`src/design/bbd_pkg.sv`:
```
// Shared types and constants for the Bayer bilinear demosaic block.
package bbd_pkg;

   // Pixel and register field widths.
   localparam int PIX_W         = 8;
   localparam int CFG_WIDTH_W   = 13;
   localparam int ROW_W         = 16;
   localparam int CSR_DATA_W    = 16;
   localparam int CSR_INDEX_W   = 1;
   localparam int LS_DATA_W     = 2 * PIX_W;

   // Default for the largest supported row length.
   localparam int MAX_WIDTH_DEFAULT = 4096;

   // Register reset values and the smallest legal frame dimension.
   localparam int FRAME_WIDTH_RESET  = 640;
   localparam int FRAME_HEIGHT_RESET = 480;
   localparam int MIN_FRAME_DIM      = 2;

   // Register indexes on the configuration port.
   localparam logic [CSR_INDEX_W-1:0] CSR_FRAME_WIDTH  = 1'b0;
   localparam logic [CSR_INDEX_W-1:0] CSR_FRAME_HEIGHT = 1'b1;

   // Neighborhood flags for the pixel being interpolated.
   typedef struct packed {
      logic up;
      logic dn;
      logic lf;
      logic rt;
      logic odd_row;
      logic odd_col;
   } nbr_type;

endpackage

```
`src/design/bbd_interp.sv`:
```
// 3x3 window registers and the bilinear color interpolation.
module bbd_interp (
   input  logic                        clock,
   input  logic                        reset,
   input  logic                        shift_en,
   input  logic [bbd_pkg::PIX_W-1:0]   col_top,
   input  logic [bbd_pkg::PIX_W-1:0]   col_mid,
   input  logic [bbd_pkg::PIX_W-1:0]   col_pix,
   input  bbd_pkg::nbr_type            nbr,
   output logic [bbd_pkg::PIX_W-1:0]   red,
   output logic [bbd_pkg::PIX_W-1:0]   green,
   output logic [bbd_pkg::PIX_W-1:0]   blue
);

   localparam int SUM_W      = 10;
   localparam int CNT_W      = 3;
   localparam int PROD_W     = 20;
   localparam int RECIP3     = 683;
   localparam int RECIP3_SH  = 11;

   logic [bbd_pkg::PIX_W-1:0] win_ff [9];
   logic [bbd_pkg::PIX_W-1:0] win_in [9];

   logic [SUM_W-1:0] hs, vs, ds;
   logic [CNT_W-1:0] hn, vn, dnum;
   logic [bbd_pkg::PIX_W-1:0] ctr, avg_h, avg_v, avg_d, avg_c;

   // Truncated mean of up to four samples; a division by three uses a reciprocal.
   function automatic logic [bbd_pkg::PIX_W-1:0] mean(input logic [SUM_W-1:0] sum,
                                                      input logic [CNT_W-1:0] count);
      logic [PROD_W-1:0] prod;
      logic [bbd_pkg::PIX_W-1:0] res;
      prod = PROD_W'(sum) * PROD_W'(RECIP3);
      case (count)
         3'd1:    res = sum[bbd_pkg::PIX_W-1:0];
         3'd2:    res = sum[bbd_pkg::PIX_W:1];
         3'd3:    res = prod[RECIP3_SH+bbd_pkg::PIX_W-1:RECIP3_SH];
         3'd4:    res = sum[bbd_pkg::PIX_W+1:2];
         default: res = '0;
      endcase
      return res;
   endfunction

   // The window shifts left by one column; the new column enters on the right.
   always_comb begin
      for (int k = 0; k < 3; k++) begin
         win_in[k*3]     = win_ff[k*3+1];
         win_in[k*3 + 1] = win_ff[k*3+2];
      end
      win_in[2] = col_top;
      win_in[5] = col_mid;
      win_in[8] = col_pix;
   end

   always_ff @(posedge clock) begin
      if (reset) begin
         for (int i = 0; i < 9; i++) begin
            win_ff[i] <= '0;
         end
      end else if (shift_en) begin
         for (int i = 0; i < 9; i++) begin
            win_ff[i] <= win_in[i];
         end
      end
   end

   // Neighbor sums and counts; samples outside the frame are dropped.
   always_comb begin
      ctr  = win_in[4];
      hs   = (nbr.lf ? SUM_W'(win_in[3]) : '0) + (nbr.rt ? SUM_W'(win_in[5]) : '0);
      hn   = CNT_W'(nbr.lf) + CNT_W'(nbr.rt);
      vs   = (nbr.up ? SUM_W'(win_in[1]) : '0) + (nbr.dn ? SUM_W'(win_in[7]) : '0);
      vn   = CNT_W'(nbr.up) + CNT_W'(nbr.dn);
      ds   = ((nbr.up && nbr.lf) ? SUM_W'(win_in[0]) : '0)
           + ((nbr.up && nbr.rt) ? SUM_W'(win_in[2]) : '0)
           + ((nbr.dn && nbr.lf) ? SUM_W'(win_in[6]) : '0)
           + ((nbr.dn && nbr.rt) ? SUM_W'(win_in[8]) : '0);
      dnum = CNT_W'(nbr.up && nbr.lf) + CNT_W'(nbr.up && nbr.rt)
           + CNT_W'(nbr.dn && nbr.lf) + CNT_W'(nbr.dn && nbr.rt);
      avg_h = mean(hs, hn);
      avg_v = mean(vs, vn);
      avg_d = mean(ds, dnum);
      avg_c = mean(hs + vs, hn + vn);
   end

   // Pick the channels by site color of the GBRG pattern.
   always_comb begin
      if (!nbr.odd_row && !nbr.odd_col) begin
         green = ctr;   blue = avg_h; red = avg_v;
      end else if (!nbr.odd_row) begin
         blue = ctr;    green = avg_c; red = avg_d;
      end else if (!nbr.odd_col) begin
         red = ctr;     green = avg_c; blue = avg_d;
      end else begin
         green = ctr;   red = avg_h;  blue = avg_v;
      end
   end

endmodule

```
`config.mk`:
```
export PLATFORM = sky130hd
export DESIGN_NAME = bbd_interp
export DESIGN_NICKNAME = d
export VERILOG_FILES = /design/src/design/bbd_pkg.sv /design/src/design/bbd_interp.sv
export SDC_FILE = /design/constraint.sdc
export NUM_CORES = 1
export LEC_CHECK = 0
export BUFFER_PORTS_ARGS = -buffer_cell sky130_fd_sc_hd__buf_4
export CAP_MARGIN = 20
export CORE_MARGIN = 1
export CORE_UTILIZATION = 62
export DETAILED_ROUTE_END_ITERATION = 8
export PLACE_DENSITY = 0.81
export SLEW_MARGIN = 15
export SYNTH_ARGS = -nofsm -noshare
export SYNTH_HDL_FRONTEND = slang
export SYNTH_SLANG_ARGS = --single-unit
export TNS_END_PERCENT = 5
```
`constraint.sdc`:
```
create_clock -name clock -period 13.9 [get_ports clock]
set_clock_uncertainty 0.05 [all_clocks]
set_input_delay 1.39 -clock clock [delete_from_list [all_inputs] [get_ports clock]]
set_output_delay 1.39 -clock clock [all_outputs]
set_load 0.01 [all_outputs]
```
* Yosys cells after proc, flatten, opt, wreduce, memory -nomap -nowiden
Memory sizes are Yosys's and may differ from the RTL's.
Cells that the tools add are included.
Widths: inputs -> output; s select.
** Operators by class
- Mux-type cells :: 35
- Bitwise gates (word level) :: 9
- Multipliers :: 4
- Reduce and logical (&&, ||, !) cells :: 7
- Eq/ne operators :: 16
- Add/subtract/negate cells :: 12
** Operators with widths (number)
- $mux 8 :: 26
- $pmux 8 s4 :: 4
- $mul 10x10->19 const B :: 2
- $mul 9x10->19 const B :: 2
- $add 8x8->9 :: 3
- $eq 3x2->1 const B :: 4
- $add 10x8->10 :: 1
- $add 9x8->10 :: 1
- $add 9x9->10 :: 1
- $or 1x1->1 :: 9
- $eq 2x2->1 const B :: 4
- $add 1x1->2 :: 3
- $eq 2x3->1 const B :: 2
- $eq 3x1->1 const B :: 2
- $eq 3x3->1 const B :: 2
- $logic_and 1x1->1 :: 5
- $mux 1 :: 5
- $eq 2x1->1 const B :: 2
- $add 2x1->3 :: 1
- $add 2x2->3 :: 1
- $add 3x1->3 :: 1
- $logic_not 1->1 :: 2
** Word-level totals
- Memories :: 1
- Register bits after elaboration :: 0
- RAM bits :: 72
- Input port bits :: 33
** Memory list
- win_ff :: words 9, width 8, rd ports 6, clocked after Yosys merged registers in 0, write ports 9, RTL line bbd_interp.sv:21 : logic [bbd_pkg::PIX_W-1:0] win_ff [9];

* Depth between registers and ports, before layout
Gate-level depths: netlist (run 1).
- Depth after elaboration :: 10
- Gate-level depth with buffers :: 33
- Depth with buffers taken out :: 33

* Least setup slack after synthesis (run 1)
Ideal clock, no wire load.
- Path type :: input-to-output
- Start :: in nbr[5] in the netlist's numbering
- End :: out blue[7] in the netlist's numbering
- Slack :: 3.661 ns
- Data arrival time :: 8.799 ns
- Data required time :: 12.460 ns
- Cell stages on the path :: 33
- Cells stage by stage :: clkbuf_1 and3_1 fa_1 inv_1 fa_1 inv_1 ha_1 inv_1 fa_1 inv_1 a21oi_1 o21bai_1 a311oi_1 xnor2_1 ha_1 ha_1 inv_1 fa_1 inv_1 fa_1 inv_1 fa_1 inv_1 ha_1 a21oi_1 o21ai_0 a21oi_1 nand2_1 o41a_1 a211o_1 or4_1 o2111ai_1 mux4_2
** On the way
- Word-level cells in the longest chain between the ends :: 10
** RTL lines
- start, declared :: RTL line bbd_interp.sv:9 : input bbd_pkg::nbr_type nbr,
- $logic_and 1x1->1 (on tied branches) :: RTL line bbd_interp.sv:74, bbd_interp.sv:78, bbd_interp.sv:75
- $mux 8 (on tied branches) :: RTL line bbd_interp.sv:74, bbd_interp.sv:75
- $add 8x8->9 :: RTL line bbd_interp.sv:75 : + ((nbr.up && nbr.rt) ? SUM_W'(win_in[2]) : '0)
- $add 9x8->10 :: RTL line bbd_interp.sv:76 : + ((nbr.dn && nbr.lf) ? SUM_W'(win_in[6]) : '0)
- $add 10x8->10 :: RTL line bbd_interp.sv:77 : + ((nbr.dn && nbr.rt) ? SUM_W'(win_in[8]) : '0);
- $mul 10x10->19 :: RTL line bbd_interp.sv:33 : prod = PROD_W'(sum) * PROD_W'(RECIP3);
- $pmux 8 s4 :: RTL line bbd_interp.sv:34 : case (count)
- $mux 8 (*) :: RTL line bbd_interp.sv:92 : end else if (!nbr.odd_col) begin
- $mux 8 (*) :: RTL line bbd_interp.sv:90 : end else if (!nbr.odd_row) begin
- $mux 8 (*) :: RTL line bbd_interp.sv:88 : if (!nbr.odd_row && !nbr.odd_col) begin
- end, declared :: RTL line bbd_interp.sv:12 : output logic [bbd_pkg::PIX_W-1:0] blue
Mark *: on every way between the ends. The rest lies on a longest branch, timed or not.

* Worst setup path after layout (run 1)
- Start :: in nbr[3] in the netlist's numbering
- End :: out red[7] in the netlist's numbering
** On the way
- Word-level cells in the longest chain between the ends :: 9
** RTL lines
- $logic_and 1x1->1 :: RTL line bbd_interp.sv:74, bbd_interp.sv:78
- $mux 8 :: RTL line bbd_interp.sv:74 : ds = ((nbr.up && nbr.lf) ? SUM_W'(win_in[0]) : '0)
- $add 8x8->9 :: RTL line bbd_interp.sv:75
- $add 9x8->10 :: RTL line bbd_interp.sv:76
- $add 10x8->10 :: RTL line bbd_interp.sv:77
- $mul 10x10->19 :: RTL line bbd_interp.sv:33
- $pmux 8 s4 :: RTL line bbd_interp.sv:34
- $mux 8 (*) :: RTL line bbd_interp.sv:90
- $mux 8 (*) :: RTL line bbd_interp.sv:88
- end, declared :: RTL line bbd_interp.sv:10 : output logic [bbd_pkg::PIX_W-1:0] red,
Marked as above.

==> results of run 1 <==
critical path: cells and delay by family:
family | cells | cell delay [ps]
AND/OR/NAND/NOR | 4 | 840
AO/OA/AOI/OAI | 9 | 1750
buffers and inverters | 10 | 880
multiplexers | 1 | 280
adder cells (fa/ha/maj) | 10 | 4000
XOR/XNOR | 1 | 660
routing by layer:
layer / share of wire [%] / up-vias / global-route usage (%)
li1: - / 4328 / -
met1: 42 / 4452 / 40.0
met2: 49 / 356 / 52.8
met3: 6.4 / 71 / 3.38
met4: 3.2 / 0 / 10.5
met5: 0 / - / 0
Yosys cell counts (3+ instances only):
cell,count,area share (%)
sky130_fd_sc_hd__and2_1,88,4.8
sky130_fd_sc_hd__xor2_1,18,1.4
sky130_fd_sc_hd__a31oi_1,4,0.22
sky130_fd_sc_hd__nand4_1,3,0.17
sky130_fd_sc_hd__a22oi_1,17,1.1
sky130_fd_sc_hd__nand2b_1,6,0.33
sky130_fd_sc_hd__a221oi_1,16,1.2
sky130_fd_sc_hd__a21o_1,24,1.6
sky130_fd_sc_hd__nor2_1,45,1.5
sky130_fd_sc_hd__or2_2,3,0.17
sky130_fd_sc_hd__mux4_2,6,1.2
sky130_fd_sc_hd__o211ai_1,3,0.20
sky130_fd_sc_hd__clkbuf_1,24,0.79
sky130_fd_sc_hd__xnor2_1,36,2.8
sky130_fd_sc_hd__o31ai_1,3,0.20
sky130_fd_sc_hd__a222oi_1,6,0.53
sky130_fd_sc_hd__o21bai_1,8,0.53
sky130_fd_sc_hd__or3_1,4,0.22
sky130_fd_sc_hd__edfxtp_1,48,13
sky130_fd_sc_hd__o21a_1,6,0.40
sky130_fd_sc_hd__nor3_1,12,0.53
sky130_fd_sc_hd__o21ai_0,36,1.6
sky130_fd_sc_hd__nand3_1,12,0.53
sky130_fd_sc_hd__fa_1,101,18
sky130_fd_sc_hd__a21oi_1,59,2.6
sky130_fd_sc_hd__nand2_1,56,1.9
sky130_fd_sc_hd__nor2b_1,11,0.61
sky130_fd_sc_hd__ha_1,242,27
sky130_fd_sc_hd__o221ai_1,3,0.23
sky130_fd_sc_hd__inv_1,219,7.2
sky130_fd_sc_hd__and3_1,24,1.3
sky130_fd_sc_hd__a41oi_1,4,0.31
sky130_fd_sc_hd__a211oi_1,9,0.59
sky130_fd_sc_hd__o22ai_1,7,0.39
sky130_fd_sc_hd__a22o_1,4,0.31
sky130_fd_sc_hd__a211o_1,3,0.23
cell families (layout without fill, tap and decap cells):
logic type | after synthesis | after routing | synth area share, %
buffers and inverters | 247 | 291 | 8.17
DFF | 48 | 48 | 12.7
xor gates and xnor gates | 58 | 58 | 4.99
and+or+nand+nor | 276 | 276 | 12.9
AOI/OAI and AO/OA | 246 | 246 | 15.5
muxes | 8 | 8 | 1.37
adders and majority gates | 343 | 343 | 44.4
where the power goes:
group,switching [W],leakage (nW),internal [W],total [W]
Combinational,0.00132,5.90,0.000988,0.00231
Sequential,0.00000651,0.524,0.000171,0.000178
Clock,0.0000541,0.0716,0.0000665,0.000121
how the worst max path moves through the flow:
| stage | start | to | cells after the start |
|---|---|---|---|
| after global placement | nbr[3] | red[7] | 35 |
| after floorplan | nbr[5] | blue[7] | 33 |
| final | nbr[3] | red[7] | 35 |
| after global routing | nbr[3] | red[7] | 35 |
| after detailed placement | nbr[3] | red[7] | 35 |
| after CTS | nbr[3] | red[7] | 35 |
through the flow:
step	hold slack (ps)	power [W]	cell area (um2)
3_3_place_gp	474	0.00237	12000
2_1_floorplan	465	0.00190	11400
4_1_cts	499	0.00259	12200
6_report	490	0.00261	12200
3_5_place_dp	490	0.00245	12000
5_1_grt	530	0.00295	12200
cell type report:
class	instances	area share, %
clock buffers	5	1.03
clock inverters	3	0.144
inverters	221	6.81
multi-input cells	931	73.9
flip-flops and latches	48	11.8
well taps	229	2.35
repair buffers	62	3.93
cell usage in the layout (no fill, tap or decap), types with 5 or more instances in the layout:
cell	instances
sky130_fd_sc_hd__inv_1	219
sky130_fd_sc_hd__fa_1	101
sky130_fd_sc_hd__nor2b_1	10
sky130_fd_sc_hd__and2_1	88
sky130_fd_sc_hd__xor2_1	18
sky130_fd_sc_hd__nor2_1	45
sky130_fd_sc_hd__a21oi_1	59
sky130_fd_sc_hd__a22oi_1	17
sky130_fd_sc_hd__nand2b_1	6
sky130_fd_sc_hd__o22ai_1	7
sky130_fd_sc_hd__buf_4	61
sky130_fd_sc_hd__mux4_2	6
sky130_fd_sc_hd__clkbuf_16	5
sky130_fd_sc_hd__o21ai_0	36
sky130_fd_sc_hd__and3_1	24
sky130_fd_sc_hd__o21bai_1	8
sky130_fd_sc_hd__xnor2_1	36
sky130_fd_sc_hd__a21o_1	24
sky130_fd_sc_hd__edfxtp_1	48
sky130_fd_sc_hd__a211oi_1	9
sky130_fd_sc_hd__nor3_1	12
sky130_fd_sc_hd__a222oi_1	6
sky130_fd_sc_hd__nand2_1	56
sky130_fd_sc_hd__o21a_1	6
sky130_fd_sc_hd__ha_1	242
sky130_fd_sc_hd__a221oi_1	16
sky130_fd_sc_hd__nand3_1	12
==> results.rst, run 1 <==
.. list-table::
   :header-rows: 1

   * - Metric
     - Value
   * - Run status
     - complete, no violations
   * - Number of nets produced by synthesis
     - 1602
   * - Synth Instances
     - 1226
   * - Count of TritonRoute iterations in the first routing pass
     - 6
   * - Number of sinks on the clock net
     - 48
   * - Critical path startpoint category
     - input port
   * - Total area of multi-input combinational cells
     - 8990 um2
   * - Setup slack of the critical path after layout
     - 2620 ps
   * - Internal reg-to-reg setup slack
     - 12900 ps
   * - Port Buf Inserts
     - 56
   * - Top flip-flop cell by instance count after synthesis
     - sky130_fd_sc_hd__edfxtp_1
   * - Wirelength per Cell
     - 18.4 um
   * - Critical-path top delay cell
     - sky130_fd_sc_hd__xnor2_1
   * - Hold WC Path Type
     - flip-flop to flip-flop
   * - Period utilisation layout
     - 81.1%
   * - Highest achievable clock rate
     - 88.7 MHz
   * - Share of the yosys chip area belonging to registers
     - 12.7%
   * - Post-route insts no fill
     - 1499
   * - Post-Place Setup Slack
     - 2780 ps
   * - Synth Register Bits
     - 48
   * - Tightest Pin Transition
     - 982 ps
   * - Register area
     - 1440 um2
   * - Fraction of layout instances using a drive strength above 1
     - 7.95%
   * - Source-to-sink clock delay at the later pin of the worst-skew pair
     - 290 ps
   * - Antenna Violating Nets Remaining
     - 0
   * - Logic depth of the worst register-to-register path
     - 1
   * - Number of flip-flops in the largest register
     - 48
   * - Max-cap violation count
     - 0
   * - Type of the setup path with the least slack
     - input port to output port
   * - Number of core rows
     - 49
   * - Synth cell types
     - 78
   * - Number of enable flip-flop cells after synthesis
     - 48
   * - Count of placed standard cells including taps
     - 1490
   * - Worst reg2reg path endpoint
     - win_ff[4][6]$_SDFFCE_PN0P_
   * - Asr flop ratio synth
     - 0%
   * - Count of hold-fix buffers inserted at cts
     - 0
   * - Fin. max-slew vios
     - 0
   * - Final weighted congestion in routability-driven placement
     - 1.05
   * - DR iter-0 viols
     - 653
   * - Cell leakage power
     - 6.50 nW
   * - Clock tree from TritonCTS
     - done
   * - Die ar.
     - 18900 um2
   * - Core area
     - 18000 um2
   * - Post-CTS setup buffer count
     - 0
   * - Largest vdd supply drop
     - 0.000407 V
   * - Max incr delay on CP
     - 660 ps
   * - Registers with the highest flip-flop counts
     - win_ff x48
   * - Number of hold violations in the final report
     - 0
   * - Number of diodes
     - 0
   * - I/O pin cnt
     - 57
   * - Clk root buf
     - sky130_fd_sc_hd__clkbuf_16
   * - Finished Core Util
     - 67.8%
   * - Number of endpoints failing setup at the final stage
     - 0
   * - Final period demand of the worst path
     - 11280 ps
   * - Wire length of the first global-routing pass
     - 44700 um
   * - Synth Cell Area
     - 11400 um2
   * - Height of the die
     - 137 um
   * - Htree depth
     - 2
   * - Area Overhead vs Synth
     - 7.14%
   * - Initial antenna violation count
     - 0
   * - Post-cts resize count
     - 0
   * - Most repeated library cell on the critical path
     - sky130_fd_sc_hd__inv_1
   * - Global-route total usage across every layer
     - 30.7%
   * - Destination of the worst hold path
     - win_ff[7][7]$_SDFFCE_PN0P_
   * - Crit Reg-Reg Startpoint
     - win_ff[5][6]$_SDFFCE_PN0P_
   * - Count of fill cells added during filler insertion
     - 1412
   * - Maximum number of pins on one net before global-route repair
     - 49
   * - Routed vias
     - 9207
   * - Final total negative setup slack
     - 0 ps
   * - Number of stages on the worst hold path
     - 1
   * - Number of buffers on the longest clock path
     - 2
   * - Clock-pin slew on the worst setup and hold paths
     - 70 ps
   * - Critical path data required time
     - 12460 ps
   * - Min-delay src
     - win_ff[8][7]$_SDFFCE_PN0P_
   * - Mean post-synth cell area
     - 9.27 um2
   * - Post-detailed-route via-to-cell ratio
     - 6.14
   * - Num CTS Buffers
     - 5
   * - Arrival @ worst endpoint
     - 9840 ps
   * - Type of element capturing the critical path
     - output port
   * - Warnings from Yosys
     - 0
   * - Effective utilization at floorplan
     - 63.3%
   * - Headroom to the max-slew limit
     - 33.7%
   * - Most flops, register
     - win_ff
   * - Pwr per Cell Area
     - 214 nW/um2
   * - Final wirelength
     - 27600 um
   * - NumNets Final
     - 1645
   * - Die Width
     - 137 um
   * - Setup repair after global routing missed its margin
     - no
   * - Number of design rule violations left after detail routing
     - 0
   * - Congestion Overflow GR
     - 0
   * - Detailed placer's ending HPWL
     - 23300 um
   * - Number of global-route vias before repair
     - 9218
   * - Critical path fanouts, max
     - 27
(Power assumes the default switching activity.)
==> run 2, diff against run 1 <==
==> constraint.sdc (replaced) <==
create_clock -name clock -period 10.8 [get_ports clock]
set_clock_uncertainty 0.05 [all_clocks]
set_input_delay 1.08 -clock clock [delete_from_list [all_inputs] [get_ports clock]]
set_output_delay 1.08 -clock clock [all_outputs]
set_load 0.01 [all_outputs]
==> results.rst, run 2 (synthesis gave the netlist of run 1 again) <==
.. list-table::
   :header-rows: 1

   * - Metric
     - Value
   * - Port Buf Inserts
     - 56 (unchanged)
   * - Count of placed standard cells including taps
     - 1503 (+0.87%)
   * - Number of core rows
     - 49 (unchanged)
   * - Fraction of layout instances using a drive strength above 1
     - 9.04% (+1.1 points)
   * - Routed vias
     - 9142 (-0.71%)
   * - Setup repair after global routing missed its margin
     - no
   * - Post-Place Setup Slack
     - 513 ps (-2270 ps)
   * - Power spent charging and discharging nets
     - 0.00176 W (+27%)
   * - Registers with the highest flip-flop counts
     - win_ff x48
   * - Headroom to the max-slew limit
     - 29.6% (-4.1 points)
   * - Num CTS Buffers
     - 5 (unchanged)
   * - Min-delay src
     - win_ff[2][1]$_SDFFCE_PN0P_
   * - Global-route total usage across every layer
     - 30.1% (-0.54 points)
   * - Count of hold-fix buffers inserted at cts
     - 0 (unchanged)
   * - Number of stages on the worst hold path
     - 1 (unchanged)
   * - Fin. max-slew vios
     - 0 (unchanged)
   * - DR iter-0 viols
     - 594 (-9.0%)
   * - Area Overhead vs Synth
     - 8.27%
   * - Maximum number of pins on one net before global-route repair
     - 49 (unchanged)
   * - Post-CTS setup buffer count
     - 0 (unchanged)
   * - Placed Instance Area
     - 12100 um2 (+0.81%)
   * - Post-detailed-route via-to-cell ratio
     - 6.05 (-1.6%)
   * - Height of the die
     - 137 um (unchanged)
   * - Detailed placer's ending HPWL
     - 23600 um (+1.3%)
   * - Design Area, Final
     - 12300 um2 (+1.1%)
   * - Wirelength per Cell
     - 18.2 um (-1.1%)
   * - Critical path fanouts, max
     - 27 (unchanged)
   * - Cell leakage power
     - 6.57 nW (+1.1%)
   * - Type of element capturing the critical path
     - output port
   * - NumNets Final
     - 1658 (+0.79%)
   * - Failing checks
     - design-rule violations
   * - Internal Power
     - 0.00161 W (+31%)
   * - Effective utilization at floorplan
     - 63.3% (unchanged)
   * - Count of TritonRoute iterations in the first routing pass
     - 9 (+3)
   * - Clk network pwr share
     - 5.4% (+0.8 points)
   * - Sequential group share of total power
     - 6.8% (about the same)
   * - Most flops, register
     - win_ff
   * - Total area of multi-input combinational cells
     - 9000 um2 (about the same)
   * - Total Power
     - 0.00338 W (+29%)
   * - Die ar.
     - 18900 um2 (unchanged)
   * - Die Width
     - 137 um (unchanged)
   * - Critical path data required time
     - 9670 ps (-2790 ps)
   * - Worst Setup SP
     - nbr[3]
   * - Largest vdd supply drop
     - 0.000403 V (-0.83%)
   * - Number of hold violations in the final report
     - 0 (unchanged)
   * - Worst reg2reg path endpoint
     - win_ff[4][7]$_SDFFCE_PN0P_
   * - Commonest non-fill, non-tap cells in the layout
     - sky130_fd_sc_hd__ha_1, sky130_fd_sc_hd__inv_1, sky130_fd_sc_hd__fa_1
   * - Final total negative setup slack
     - 0 ps (unchanged)
   * - Clock tree from TritonCTS
     - done
   * - Number of sinks on the clock net
     - 48 (unchanged)
   * - I/O pin cnt
     - 57 (unchanged)
   * - Destination of the worst hold path
     - win_ff[1][1]$_SDFFCE_PN0P_
   * - Post-route insts no fill
     - 1512 (+0.87%)
   * - Clock-pin slew on the worst setup and hold paths
     - 70 ps (about the same)
   * - Logic depth of the worst register-to-register path
     - 1 (unchanged)
   * - Setup slack of the critical path after layout
     - 454 ps (-2170 ps)
   * - Final wirelength
     - 27600 um (-0.25%)
   * - Final period demand of the worst path
     - 10350 ps
   * - Final weighted congestion in routability-driven placement
     - 0.956 (-8.8%)
   * - Run status
     - complete, but fails checks
   * - Number of buffers on the longest clock path
     - 2 (unchanged)
   * - Core area
     - 18000 um2 (unchanged)
   * - Switching share of total power
     - 52.3% (-0.78 points)
   * - Wire length of the first global-routing pass
     - 43900 um (-1.9%)
   * - Crit Reg-Reg Startpoint
     - win_ff[5][7]$_SDFFCE_PN0P_
   * - Post-cts resize count
     - 0 (unchanged)
   * - Clk root buf
     - sky130_fd_sc_hd__clkbuf_16
   * - Tightest Pin Transition
     - 1040 ps (+60.6 ps)
   * - Arrival @ worst endpoint
     - 9220 ps (-620 ps)
   * - Count of fill cells added during filler insertion
     - 1416 (+0.28%)
   * - Number of flip-flops in the largest register
     - 48 (unchanged)
   * - Critical-path top delay cell
     - sky130_fd_sc_hd__a2111oi_0
   * - Source-to-sink clock delay at the later pin of the worst-skew pair
     - 290 ps (about the same)
   * - Number of endpoints failing setup at the final stage
     - 0 (unchanged)
   * - Initial antenna violation count
     - 0 (unchanged)
   * - Most common cell after layout, fill and taps aside
     - sky130_fd_sc_hd__ha_1
   * - Number of design rule violations left after detail routing
     - 2 (+2)
   * - Register area
     - 1440 um2 (unchanged)
   * - Critical path startpoint category
     - input port
   * - Highest achievable clock rate
     - 96.7 MHz
   * - Number of global-route vias before repair
     - 8960 (-2.8%)
   * - Max incr delay on CP
     - 620 ps (-40 ps)
   * - Hold WC Path Type
     - flip-flop to flip-flop
   * - Max-cap violation count
     - 0 (unchanged)
   * - Type of the setup path with the least slack
     - input port to output port
   * - Congestion Overflow GR
     - 0 (unchanged)
   * - Gate power share
     - 87.8% (-0.8 points)
   * - Htree depth
     - 2 (unchanged)
   * - Pwr per Cell Area
     - 274 nW/um2 (+28%)
   * - Number of diodes
     - 0 (unchanged)
   * - Period utilisation layout
     - 95.8%
   * - Antenna Violating Nets Remaining
     - 0 (unchanged)
   * - Internal reg-to-reg setup slack
     - 9820 ps (-3080 ps)
[run 2: critical path: cells and delay by family]
kind	cells	cell delay [ps]
buffers and inverters	7	610
muxes	1	270
AOI/OAI and AO/OA	10	2520
and+or+nand+nor	5	1050
adders and majority gates	9	3670
[run 2: layout make-up]
type / count / share of cell area, %
clock buffers: 5 / 1.02
inverters: 221 / 6.74
multi-input cells: 931 / 73.1
flip-flops and latches: 48 / 11.7
repair buffers: 75 / 4.68
clock inverters: 3 / 0.376
well taps: 229 / 2.33
[run 2: power by group through the flow]
stage	clock [W]	sequential [W]	combinational (W)
2_1_floorplan	0	0.000227	0.00221
3_3_place_gp	0	0.000232	0.00282
3_5_place_dp	0	0.000232	0.00294
4_1_cts	0.000182	0.000228	0.00297
5_1_grt	0.000190	0.000229	0.00336
6_report	0.000182	0.000228	0.00296
[run 2: worst max path at each step]
stage          endpoint  slack [ps]  cells after the start
6_report         red[7]         450                     32
5_1_grt          red[7]         110                     33
4_1_cts          red[7]         510                     32
3_5_place_dp     red[7]         510                     32
3_3_place_gp     red[7]         840                     32
2_1_floorplan   blue[7]        1180                     33
[run 2: through the flow]
step | utilization (%) | hold WS (ps)
5_1_grt | 68.5 | 520
6_report | 68.5 | 504
3_3_place_gp | 67.4 | 474
3_5_place_dp | 67.4 | 487
2_1_floorplan | - | 465
4_1_cts | 68.4 | 506
[run 2: layer usage]
layer | share of wire [%] | wire (um) | vias up | GRT usage (%)
met4 | 2.5 | 684 | 0 | 8.61
li1 | - | - | 4349 | -
met2 | 49 | 13400 | 324 | 52.2
met3 | 6.4 | 1760 | 48 | 3.35
met1 | 42 | 11700 | 4421 | 39.6
met5 | 0 | 0 | - | 0
